**config.mk**
```make
export PLATFORM = sky130hd
export DESIGN_NAME = sorted_priority_queue
export DESIGN_NICKNAME = d
export VERILOG_FILES = /design/src/spq_pkg.sv /design/src/sorted_priority_queue.sv /design/src/spq_ram.sv
export SDC_FILE = /design/constraint.sdc
export NUM_CORES = 1
export LEC_CHECK = 0
export BUFFER_PORTS_ARGS = -buffer_cell sky130_fd_sc_hd__buf_2
export CAP_MARGIN = 20
export CORE_AREA = 2 2 291 293
export CTS_CLUSTER_SIZE = 16
export DETAILED_ROUTE_END_ITERATION = 6
export DIE_AREA = 0 0 293 295
export PLACE_DENSITY = 0.64
export SYNTH_ARGS = -nofsm -noshare
export SYNTH_HDL_FRONTEND = slang
export SYNTH_SLANG_ARGS = --single-unit
```
**constraint.sdc**
```tcl
create_clock -name aclk -period 12 [get_ports aclk]
set_clock_uncertainty 0.1 [all_clocks]
set_input_delay 0.6 -clock aclk [delete_from_list [all_inputs] [get_ports aclk]]
set_output_delay 0.6 -clock aclk [all_outputs]
set_load 0.005 [all_outputs]
```
**src/spq_pkg.sv**
```systemverilog
// Shared types and constants for the sorted priority queue.
// No dependencies; imported by the top level and the testbench.
`timescale 1ns / 1ps
`default_nettype none

package spq_pkg;

    localparam int PRIO_W       = 16;
    localparam int DATA_W       = 32;
    localparam int CAPACITY_DEF = 16;

    localparam logic signed [PRIO_W-1:0] PRIO_MIN = {1'b1, {(PRIO_W-1){1'b0}}};

    typedef enum logic [1:0] {
        OP_INSERT = 2'd0,
        OP_REMOVE = 2'd1,
        OP_CUTIN  = 2'd2
    } op_t;

    typedef enum logic [1:0] {
        STAT_OK    = 2'd0,
        STAT_EMPTY = 2'd1,
        STAT_FULL  = 2'd2
    } status_t;

    typedef struct packed {
        logic signed [PRIO_W-1:0] prio;
        logic signed [DATA_W-1:0] data;
    } entry_t;

    typedef enum logic [3:0] {
        S_IDLE,
        S_HEAD_RD,
        S_HEAD_WAIT,
        S_INS_CHK,
        S_INS_CMP,
        S_INS_WR,
        S_REM_HEAD,
        S_REM_HEAD_WAIT,
        S_REM_RD,
        S_REM_WR,
        S_REPORT,
        S_MID_WAIT,
        S_LAST_WAIT,
        S_DONE
    } state_t;

endpackage

`default_nettype wire

```
**src/sorted_priority_queue.sv**
```systemverilog
// Sorted min-priority queue: sequencer, compare/shift datapath and entry store.
// Depends on spq_pkg and spq_ram.
//
//  channel | ports                                   | direction
//  --------+-----------------------------------------+----------
//  request | s_valid s_ready s_op s_priority_req     | in
//          | s_payload                               |
//  result  | m_valid m_ready m_removed_data m_status | out
//          | m_entry_count m_is_empty m_middle_data  |
//          | m_last_data                             |
//
// One request is handled at a time through one RAM read port and one compare unit.
// Insert shifts each entry with a higher priority value up one slot, then writes the new
// entry; remove reads the head and shifts every later entry down one slot; cut-in first
// reads the head priority. The report then reads two entries, the middle and the last.
// Reset clears the count and control state; entry contents need no clearing.
// A finished result waits in the output register while the next request is taken.
`timescale 1ns / 1ps
`default_nettype none

module sorted_priority_queue #(
    parameter int CAPACITY = spq_pkg::CAPACITY_DEF
) (
    input  wire logic                                aclk,
    input  wire logic                                aresetn,
    input  wire logic                                s_valid,
    output logic                                     s_ready,
    input  wire logic [1:0]                          s_op,
    input  wire logic signed [spq_pkg::PRIO_W-1:0]   s_priority_req,
    input  wire logic signed [spq_pkg::DATA_W-1:0]   s_payload,
    output logic                                     m_valid,
    input  wire logic                                m_ready,
    output logic signed [spq_pkg::DATA_W-1:0]        m_removed_data,
    output logic [1:0]                               m_status,
    output logic [$clog2(CAPACITY+1)-1:0]            m_entry_count,
    output logic                                     m_is_empty,
    output logic signed [spq_pkg::DATA_W-1:0]        m_middle_data,
    output logic signed [spq_pkg::DATA_W-1:0]        m_last_data
);
    import spq_pkg::*;

    localparam int CW = $clog2(CAPACITY + 1);
    localparam int AW = $clog2(CAPACITY);

    state_t                   state_reg, state_next;
    logic signed [PRIO_W-1:0] prio_reg, prio_next;
    logic signed [DATA_W-1:0] data_reg, data_next;
    logic [CW-1:0]            idx_reg, idx_next;
    logic [CW-1:0]            occ_reg, occ_next;
    status_t                  stat_reg, stat_next;
    logic signed [DATA_W-1:0] removed_reg, removed_next;
    logic signed [DATA_W-1:0] mid_reg, mid_next;
    logic signed [DATA_W-1:0] last_reg, last_next;

    logic                     m_valid_reg, m_valid_next;
    logic signed [DATA_W-1:0] o_removed_reg, o_removed_next;
    status_t                  o_stat_reg, o_stat_next;
    logic [CW-1:0]            o_count_reg, o_count_next;
    logic signed [DATA_W-1:0] o_mid_reg, o_mid_next;
    logic signed [DATA_W-1:0] o_last_reg, o_last_next;

    logic                     ram_we;
    logic [AW-1:0]            ram_waddr;
    entry_t                   ram_wdata;
    logic [AW-1:0]            ram_raddr;
    logic [$bits(entry_t)-1:0] ram_rword;
    entry_t                   rd_entry;
    logic [CW-1:0]            idx_m1;
    logic [CW-1:0]            occ_m1;
    logic [CW-1:0]            occ_half;
    logic                     is_full;

    spq_ram #(
        .WIDTH ($bits(entry_t)),
        .DEPTH (CAPACITY)
    ) u_store (
        .aclk  (aclk),
        .we    (ram_we),
        .waddr (ram_waddr),
        .wdata (ram_wdata),
        .raddr (ram_raddr),
        .rdata (ram_rword)
    );

    assign rd_entry = entry_t'(ram_rword);
    assign idx_m1   = idx_reg - 1'b1;
    assign occ_m1   = occ_reg - 1'b1;
    assign occ_half = occ_reg >> 1;
    assign is_full  = (occ_reg == CW'(CAPACITY));

    always_ff @(posedge aclk) begin
        if (!aresetn) begin
            state_reg   <= S_IDLE;
            occ_reg     <= '0;
            m_valid_reg <= 1'b0;
        end else begin
            state_reg   <= state_next;
            occ_reg     <= occ_next;
            m_valid_reg <= m_valid_next;
        end
    end

    always_ff @(posedge aclk) begin
        prio_reg      <= prio_next;
        data_reg      <= data_next;
        idx_reg       <= idx_next;
        stat_reg      <= stat_next;
        removed_reg   <= removed_next;
        mid_reg       <= mid_next;
        last_reg      <= last_next;
        o_removed_reg <= o_removed_next;
        o_stat_reg    <= o_stat_next;
        o_count_reg   <= o_count_next;
        o_mid_reg     <= o_mid_next;
        o_last_reg    <= o_last_next;
    end

    always_comb begin
        state_next     = state_reg;
        prio_next      = prio_reg;
        data_next      = data_reg;
        idx_next       = idx_reg;
        occ_next       = occ_reg;
        stat_next      = stat_reg;
        removed_next   = removed_reg;
        mid_next       = mid_reg;
        last_next      = last_reg;
        m_valid_next   = m_valid_reg;
        o_removed_next = o_removed_reg;
        o_stat_next    = o_stat_reg;
        o_count_next   = o_count_reg;
        o_mid_next     = o_mid_reg;
        o_last_next    = o_last_reg;
        ram_we         = 1'b0;
        ram_waddr      = idx_reg[AW-1:0];
        ram_wdata      = rd_entry;
        ram_raddr      = idx_m1[AW-1:0];
        s_ready        = 1'b0;

        if (m_valid_reg && m_ready) begin
            m_valid_next = 1'b0;
        end

        case (state_reg)
            S_IDLE: begin
                s_ready = 1'b1;
                if (s_valid) begin
                    prio_next    = s_priority_req;
                    data_next    = s_payload;
                    stat_next    = STAT_OK;
                    removed_next = '0;
                    idx_next     = occ_reg;
                    case (op_t'(s_op))
                        OP_INSERT: begin
                            if (is_full) begin
                                stat_next  = STAT_FULL;
                                state_next = S_REPORT;
                            end else begin
                                state_next = S_INS_CHK;
                            end
                        end
                        OP_REMOVE: begin
                            if (occ_reg == '0) begin
                                stat_next  = STAT_EMPTY;
                                state_next = S_REPORT;
                            end else begin
                                state_next = S_REM_HEAD;
                            end
                        end
                        OP_CUTIN: begin
                            if (is_full) begin
                                stat_next  = STAT_FULL;
                                state_next = S_REPORT;
                            end else if (occ_reg == '0) begin
                                prio_next  = '0;
                                state_next = S_INS_CHK;
                            end else begin
                                state_next = S_HEAD_RD;
                            end
                        end
                        default: begin
                            state_next = S_REPORT;
                        end
                    endcase
                end
            end
            S_HEAD_RD: begin
                ram_raddr  = '0;
                state_next = S_HEAD_WAIT;
            end
            S_HEAD_WAIT: begin
                if (rd_entry.prio == PRIO_MIN) begin
                    prio_next = PRIO_MIN;
                end else begin
                    prio_next = rd_entry.prio - 1'b1;
                end
                state_next = S_INS_CHK;
            end
            S_INS_CHK: begin
                if (idx_reg == '0) begin
                    state_next = S_INS_WR;
                end else begin
                    state_next = S_INS_CMP;
                end
            end
            S_INS_CMP: begin
                if (rd_entry.prio > prio_reg) begin
                    ram_we     = 1'b1;
                    idx_next   = idx_m1;
                    state_next = S_INS_CHK;
                end else begin
                    state_next = S_INS_WR;
                end
            end
            S_INS_WR: begin
                ram_we         = 1'b1;
                ram_wdata.prio = prio_reg;
                ram_wdata.data = data_reg;
                occ_next       = occ_reg + 1'b1;
                state_next     = S_REPORT;
            end
            S_REM_HEAD: begin
                ram_raddr  = '0;
                state_next = S_REM_HEAD_WAIT;
            end
            S_REM_HEAD_WAIT: begin
                removed_next = rd_entry.data;
                idx_next     = CW'(1);
                state_next   = S_REM_RD;
            end
            S_REM_RD: begin
                ram_raddr = idx_reg[AW-1:0];
                if (idx_reg == occ_reg) begin
                    occ_next   = occ_m1;
                    state_next = S_REPORT;
                end else begin
                    state_next = S_REM_WR;
                end
            end
            S_REM_WR: begin
                ram_we     = 1'b1;
                ram_waddr  = idx_m1[AW-1:0];
                idx_next   = idx_reg + 1'b1;
                state_next = S_REM_RD;
            end
            S_REPORT: begin
                ram_raddr = occ_half[AW-1:0];
                if (occ_reg == '0) begin
                    mid_next   = '0;
                    last_next  = '0;
                    state_next = S_DONE;
                end else begin
                    state_next = S_MID_WAIT;
                end
            end
            S_MID_WAIT: begin
                ram_raddr  = occ_m1[AW-1:0];
                mid_next   = rd_entry.data;
                state_next = S_LAST_WAIT;
            end
            S_LAST_WAIT: begin
                last_next  = rd_entry.data;
                state_next = S_DONE;
            end
            S_DONE: begin
                if (!m_valid_reg || m_ready) begin
                    m_valid_next   = 1'b1;
                    o_removed_next = removed_reg;
                    o_stat_next    = stat_reg;
                    o_count_next   = occ_reg;
                    o_mid_next     = mid_reg;
                    o_last_next    = last_reg;
                    state_next     = S_IDLE;
                end
            end
            default: begin
                state_next = S_IDLE;
            end
        endcase
    end

    assign m_valid        = m_valid_reg;
    assign m_removed_data = o_removed_reg;
    assign m_status       = o_stat_reg;
    assign m_entry_count  = o_count_reg;
    assign m_is_empty     = (o_count_reg == '0);
    assign m_middle_data  = o_mid_reg;
    assign m_last_data    = o_last_reg;

    a_count_bound: assert property (@(posedge aclk) disable iff (!aresetn)
        occ_reg <= CW'(CAPACITY))
        else $error("entry count above capacity");

    a_one_at_a_time: assert property (@(posedge aclk) disable iff (!aresetn)
        (s_valid && s_ready) |=> !s_ready)
        else $error("request taken while another is in progress");

    a_empty_no_data: assert property (@(posedge aclk) disable iff (!aresetn)
        (m_valid && m_is_empty) |-> (m_middle_data == '0 && m_last_data == '0))
        else $error("empty queue reports entry data");

    a_err_no_removed: assert property (@(posedge aclk) disable iff (!aresetn)
        (m_valid && m_status != STAT_OK) |-> (m_removed_data == '0))
        else $error("failed request reports removed data");

endmodule

`default_nettype wire

```
**src/spq_ram.sv**
```systemverilog
// Generic single-write, single-read RAM with registered read data.
// No dependencies.
`timescale 1ns / 1ps
`default_nettype none

module spq_ram #(
    parameter int WIDTH = 48,
    parameter int DEPTH = 16
) (
    input  wire logic                     aclk,
    input  wire logic                     we,
    input  wire logic [$clog2(DEPTH)-1:0] waddr,
    input  wire logic [WIDTH-1:0]         wdata,
    input  wire logic [$clog2(DEPTH)-1:0] raddr,
    output logic      [WIDTH-1:0]         rdata
);

    logic [WIDTH-1:0] mem [DEPTH];

    always_ff @(posedge aclk) begin
        if (we) begin
            mem[waddr] <= wdata;
        end
        rdata <= mem[raddr];
    end

endmodule

`default_nettype wire

```
After elaboration in Yosys (flattened, before gate mapping)
Memories as Yosys holds them, arrays and structs flattened. A register that Yosys moved wholly into a read port is not among the register bits.
Cells that the tools add are included.
{"block": "word_totals", "register_bits": 264, "word_cells": 114, "out_inout_bits": 106, "ram_bits": 768, "memories": 1, "inputBits": 54}
{"name": "u_store.mem", "depth": 16, "word_bits": 48, "rd": 1, "rd_ports_with_merged_regs": 1, "write_ports": 1, "line": "spq_ram.sv:18", "text": "logic [WIDTH-1:0] mem [DEPTH];"}
{"block": "classes", "addsub": 5, "n_lt_le_gt_ge": 1, "n_reduce_logical": 27, "mux": 42, "eq_ne": 23}
{"op": "32-bit one-hot mux with 2 select lines", "n": 3}
{"op": "16-bit 2-to-1 mux", "n": 5}
{"op": "32-bit 2-to-1 mux", "n": 2}
{"op": "4-bit one-hot mux with 13 select lines", "n": 1}
{"op": "48-bit 2-to-1 mux", "n": 1}
{"op": "16-bit one-hot mux with 2 select lines", "n": 1}
{"op": "4-bit equality test (second input constant)", "n": 6}
{"op": "4-bit 2-to-1 mux", "n": 6}
{"op": "5-bit one-hot mux with 4 select lines", "n": 1}
{"op": "16-bit equality test (second input constant)", "n": 1}
{"op": "4-bit by 3-bit equality test with 1-bit output (second input constant)", "n": 4}
{"op": "16-bit greater-than comparator", "n": 1}
{"op": "4-bit one-hot mux with 4 select lines", "n": 1}
{"op": "2-bit AND reduction", "n": 8}
{"op": "16-bit by 1-bit subtractor with 16-bit output (second input constant)", "n": 1}
{"op": "5-bit zero test", "n": 3}
{"op": "5-bit 2-to-1 mux", "n": 3}
{"op": "4-bit one-hot mux with 3 select lines", "n": 1}
{"op": "5-bit by 1-bit adder with 5-bit output (second input constant)", "n": 2}
{"op": "2-bit inequality test (second input constant)", "n": 5}
{"op": "5-bit one-hot mux with 2 select lines", "n": 1}
{"op": "2-bit nonzero test", "n": 5}
{"op": "5-bit by 1-bit subtractor with 5-bit output (second input constant)", "n": 2}
{"op": "1-bit 2-to-1 mux", "n": 9}
{"op": "18 further kinds", "n": 25}

Longest topological paths before layout
{"block": "depth", "word_depth": 6, "depth_mapped": 12, "ltp_nobuf": 9}

By module
A second synthesis with hierarchy kept.
{"block": "unflattened", "cells_unflattened": 2000, "hier_area_um2": 40865.4}
{"module": "spq_ram", "n_inst": 1, "cells_per_inst": 1242, "seq_area_each_um2": 24023.0, "area_per_inst_um2": 29691.0}
{"module": "sorted_priority_queue", "n_inst": 1, "cells_per_inst": 758, "seq_area_each_um2": 7827.5, "area_per_inst_um2": 11174.5}

Worst setup path after synthesis
Ideal clock, no wire load.
{"block": "synth_timing", "path_kind": "register -> register", "start": "register prio_reg[9]", "end": "memory u_store.mem[15][0] (enable)", "t_arrival_ns": 6.844, "synth_period_minus_slack_ns": 7.517, "path_stages_with_launch": 11, "setup_slack_ns": 4.483, "t_required_ns": 11.327, "path_buffers": 1, "setup_ns": 0.573, "cell_sequence": "edfxtp_1 > inv_1 > ha_1 > a21o_1 > a21o_1 > a21oi_1 > o22ai_1 > nor4b_2 > mux2i_1 > clkbuf_1 > nor4_1"}
{"block": "synth_between", "elab_chain_cells": 5}
{"element": "from (decl)", "line": "sorted_priority_queue.sv:46", "text": "logic signed [PRIO_W-1:0] prio_reg, prio_next;"}
{"element": "from (signal assigned)", "line": "sorted_priority_queue.sv:104", "text": "prio_reg <= prio_next;"}
{"element": "16-bit greater-than comparator", "line": "sorted_priority_queue.sv:207", "text": "if (rd_entry.prio > prio_reg) begin"}
{"element": "1-bit 2-to-1 mux", "line": "sorted_priority_queue.sv:207"}
{"element": "1-bit one-hot mux with 2 select lines", "line": "sorted_priority_queue.sv:144", "text": "case (state_reg)"}
{"element": "1-bit 2-to-1 mux", "line": "spq_ram.sv:21", "text": "if (we) begin"}
{"element": "1-bit 2-to-1 mux (not written as such)", "line": "spq_ram.sv:22", "text": "mem[waddr] <= wdata;"}
{"element": "to (decl)", "line": "spq_ram.sv:18"}
Every way passes these cells.

Worst setup path after layout
{"block": "layout_timing", "start": "register state_reg[3]", "end": "register u_store.rdata[23] (read register of u_store.mem)"}
{"block": "layout_between", "elab_chain_cells": 3, "elab_cells_between_ends": 7, "classes_between": "eq/ne (5); mux (1); reduce/logical (1)"}
{"element": "from (decl)", "line": "sorted_priority_queue.sv:45", "text": "state_t state_reg, state_next;"}
{"element": "from (signal assigned)", "line": "sorted_priority_queue.sv:97", "text": "state_reg <= state_next;"}
{"element": "4-bit by 3-bit equality test with 1-bit output / 4-bit by 1-bit equality test with 1-bit output (equally long branches)", "line": "sorted_priority_queue.sv:144"}
{"element": "2-bit OR reduction (no source line)"}
{"element": "4-bit one-hot mux with 4 select lines (*)", "line": "sorted_priority_queue.sv:144"}
{"element": "to (decl)", "line": "spq_ram.sv:15", "text": "output logic [WIDTH-1:0] rdata"}
Mark *: on every way between the ends. The rest lies on a longest branch, timed or not.
A chain may end at the register's enable or synchronous reset.

==> flow_summary.yaml <==
logic_synthesis:
  synth_area_per_cell_sq_um: 18.03
  async_reset_ff_share_pct: 0
  synth_top_family_by_area: "multiplexers"
  yosysSeqAreaShare_pct: 76.86
  synth_edf_count: 1022
  synth-compound-area-share_pct: 4.270
  synthCells: 2298
  synthAdderAreaFrac_pct: 0.7247
  syn_nets: 2376
  yosysWarnings: 0
  synth_xor_area_share_pct: 0.5918
  yosysMostFrequentCell: "edfxtp_1"
  synth.area.top_cells: "edfxtp_1 74%, mux2i_1 7.1%, dfxtp_1 2.8%"
  ys.flop_type: "edfxtp_1"
  synth_area_leader_cell: "edfxtp_1"
  synth_cell_type_count: 60
  ys_ff_latch: 1080
  synth_mux_area_share_pct: 10.99
  syn_area_sq_mm: 0.04144
  synth_common_cells: "1022 x edfxtp_1, 294 x mux2i_1, 106 x o22ai_1, 65 x and2_1, 58 x dfxtp_1"
  synthSimpleGateAreaFrac_pct: 4.895
  synth_top_area_share_pct: 74.06
die:
  io_pins: 160
  rows: 106
  fp.coreArea_sq_mm: 0.08316
  die_h_um: 295
  initial_utilization_pct: 49.83
  dieArea_sq_mm: 0.08644
  dieWidth_um: 293
sta:
  fin_crit_sh_pct: 41.80
  setup_violations: 0
  tightestPinTransition_ps: 1157
  holdWs_ps: 37.13
  fin_tns_setup_ps: 0
  fin_crit_ps: 5016
  drv_slew: 0
  maxSlewHeadroom_pct: 22.85
  setup_slack_ps: 6984
  rsz0062_at_grt: "false"
  fmax_mhz: 199.4
  finalHoldViolations: 0
cts:
  post-cts-setup-buffers: 0
  clkSinkCount: 1080
  cts_tree: "built"
  h-tree-depth: 3
  ctsLongestPathBuffers: 3
  cts_buffers: 103
  cts.reportedPaths.clkPinSlew_ps: 60
  clockRootBuffer: "clkbuf_16"
  clkLatencyLatePin_ps: 680
  post_cts_resized: 0
power_and_ir_drop:
  p_leak_nw: 16.60
  p_per_area_mw_per_mm2: 275.0
  netSwitchingPower_mw: 4.386
  internal_power_mw: 8.678
  clkPwrFrac_pct: 26.3
  p_seq_share_pct: 39.4
  ir_drop_mv: 0.3636
  power.share.switching_pct: 33.57
  comb_power_share_pct: 34.3
layout:
  stdcell_count: 3677
  register_area_sq_mm: 0.03185
  syn_to_final_growth_pct: 14.66
  reg_top3: "u_store.mem: 768 flops, u_store.rdata: 48 flops"
  diodes: 0
  layout.nets: 2584
  nFillCells: 6127
  layout-drive-gt1-share_pct: 19.60
  largest_reg_flops: 768
  largest-register: "u_store.mem"
  utilization_pct: 57.13
  multi_input_area_sq_mm: 0.009124
setup_path:
  crit_chain: "nor2_1 > a221o_1 > o22ai_4 > buf_12 > buf_4 > mux4_2 > nand3_1 > o221ai_1 > or3_1"
  cp_slowest_cell: "buf_4"
  worst-path-buf-inv: 2
  worstPathRequired_ps: 12440
  cp.arrival_ps: 5460
  crit_family: "buffers and inverters"
  worst_path_largest_cell_delay_ps: 960
  r2r-start: "state_reg[3]$_SDFFE_PN0P_"
  cp_max_fo: 127
  startpoint: "state_reg[3]$_SDFFE_PN0P_"
  endpoint_kind: "flip-flop"
  start_kind: "flip-flop"
  path_class: "reg2reg"
min_path:
  hp-class: "in2reg"
  hp-start: "s_payload[7]"
place:
  placed_cells: 3457
  pre_cts_slack_ps: 7112
  place.port_buffers: 159
  gp_congestion: 0.8473
  dpl.hpwl_um: 48900
detailed_routing:
  first_pass_iters: 5
  vias: 21450
  antenna_left: 0
  drt_iter0_drc: 1972
  wire_per_inst_um: 24.86
  drc_errors: 0
  drt_wl_total_um: 91420
  viasPerCell: 5.835
run:
  maxCapViolations: 0
global_route:
  grt_max_degree: 148
  gr-usage-all-layers_pct: 21.12
  grt_overflow: 0
  grt_first_pass_wirelength_um: 135400
  grt_pass1_vias: 21490
  antenna_found_initial: 5
run_status:
  status: "finished clean"
==> worst register-to-register path, stage by stage (launching register included) <==
cell and delay [ps]:
dfxtp_1 940, nor2_1 240, a221o_1 550, o22ai_4 250, buf_12 600, buf_4 1190
mux4_2 470, nand3_1 100, o221ai_1 120, or3_1 360
==> per-stage QoR <==
stage          total power [mW]  instance area [sq um]
6_report                  13.06                  47510
5_1_grt                   13.66                  47510
4_1_cts                   13.13                  47440
3_5_place_dp              9.703                  43590
3_3_place_gp              9.577                  43580
2_1_floorplan             8.346                  41440
==> power groups by stage <==
| stage | clock network (mW) | logic [mW] | registers [mW] |
|---|---|---|---|
| floorplan | 0 | 3.28 | 5.06 |
| global placement | 0 | 4.36 | 5.22 |
| detailed placement | 0 | 4.47 | 5.23 |
| CTS | 3.49 | 4.49 | 5.15 |
| global route | 3.64 | 4.83 | 5.18 |
| finish | 3.43 | 4.48 | 5.15 |
==> worst paths after layout <==
kind	endpoint	slack (ps)	cells past startpoint
worst min register to register	m_last_data[5]$_DFFE_PP_	310	0
worst min-delay path	data_reg[7]$_DFFE_PP_	40	1
worst max-delay path	u_store.rdata[23]$_DFF_P_	6980	9
worst max register to register	u_store.rdata[23]$_DFF_P_	6980	9
==> layout by cell type (no fill, tap or decap), types with 18 or more instances in the layout <==
master	synthesis	final
edfxtp_1	1022	1022
mux2i_1	294	293
buf_2	54	159
o22ai_1	106	105
clkbuf_16	0	105
and2_1	65	65
dfxtp_1	58	58
nand3_1	57	57
or3_1	52	52
o221ai_1	49	49
nand2_1	50	48
mux4_2	48	48
mux2_2	47	47
buf_4	7	42
o21ai_0	37	36
and3_1	33	33
nor2_1	36	32
inv_1	29	28
clkbuf_1	56	25
ha_1	24	24
a21oi_1	21	20
dlygate4sd3_1	0	20
xnor2_1	18	18
clkinv_2	0	18
==> area by class of cell <==
cell class / count / share of cell area (%)
sequential: 1080 / 67.04
timing repair buffer: 227 / 2.984
multi-input combinational: 1065 / 19.20
clock buffer: 146 / 6.191
inverter: 29 / 0.2291
tap: 1080 / 2.844
clock inverter: 50 / 1.509
==> repair_timing <==
action	CTS	global route
endpoints found under the setup margin	0	0
hold buffers	20	0
hold endpoints to repair	20	0
==> kinds of logic after synthesis <==
group,after synthesis
compound gates,258
xor+xnor,28
fa+ha+maj,24
buf+inv,153
flops,1080
mux,389
simple gates,366
==> per-layer routing <==
| layer | global-route usage, % | vias to the layer above | wire, um |
|---|---|---|---|
| met5 | 0 | - | 0 |
| met4 | 6.104 | 0 | 1895 |
| met3 | 3.233 | 136 | 5650 |
| met2 | 35.45 | 704 | 45090 |
| met1 | 28.83 | 11030 | 38780 |
| li1 | - | 9589 | - |
(Power assumes the default switching activity.)
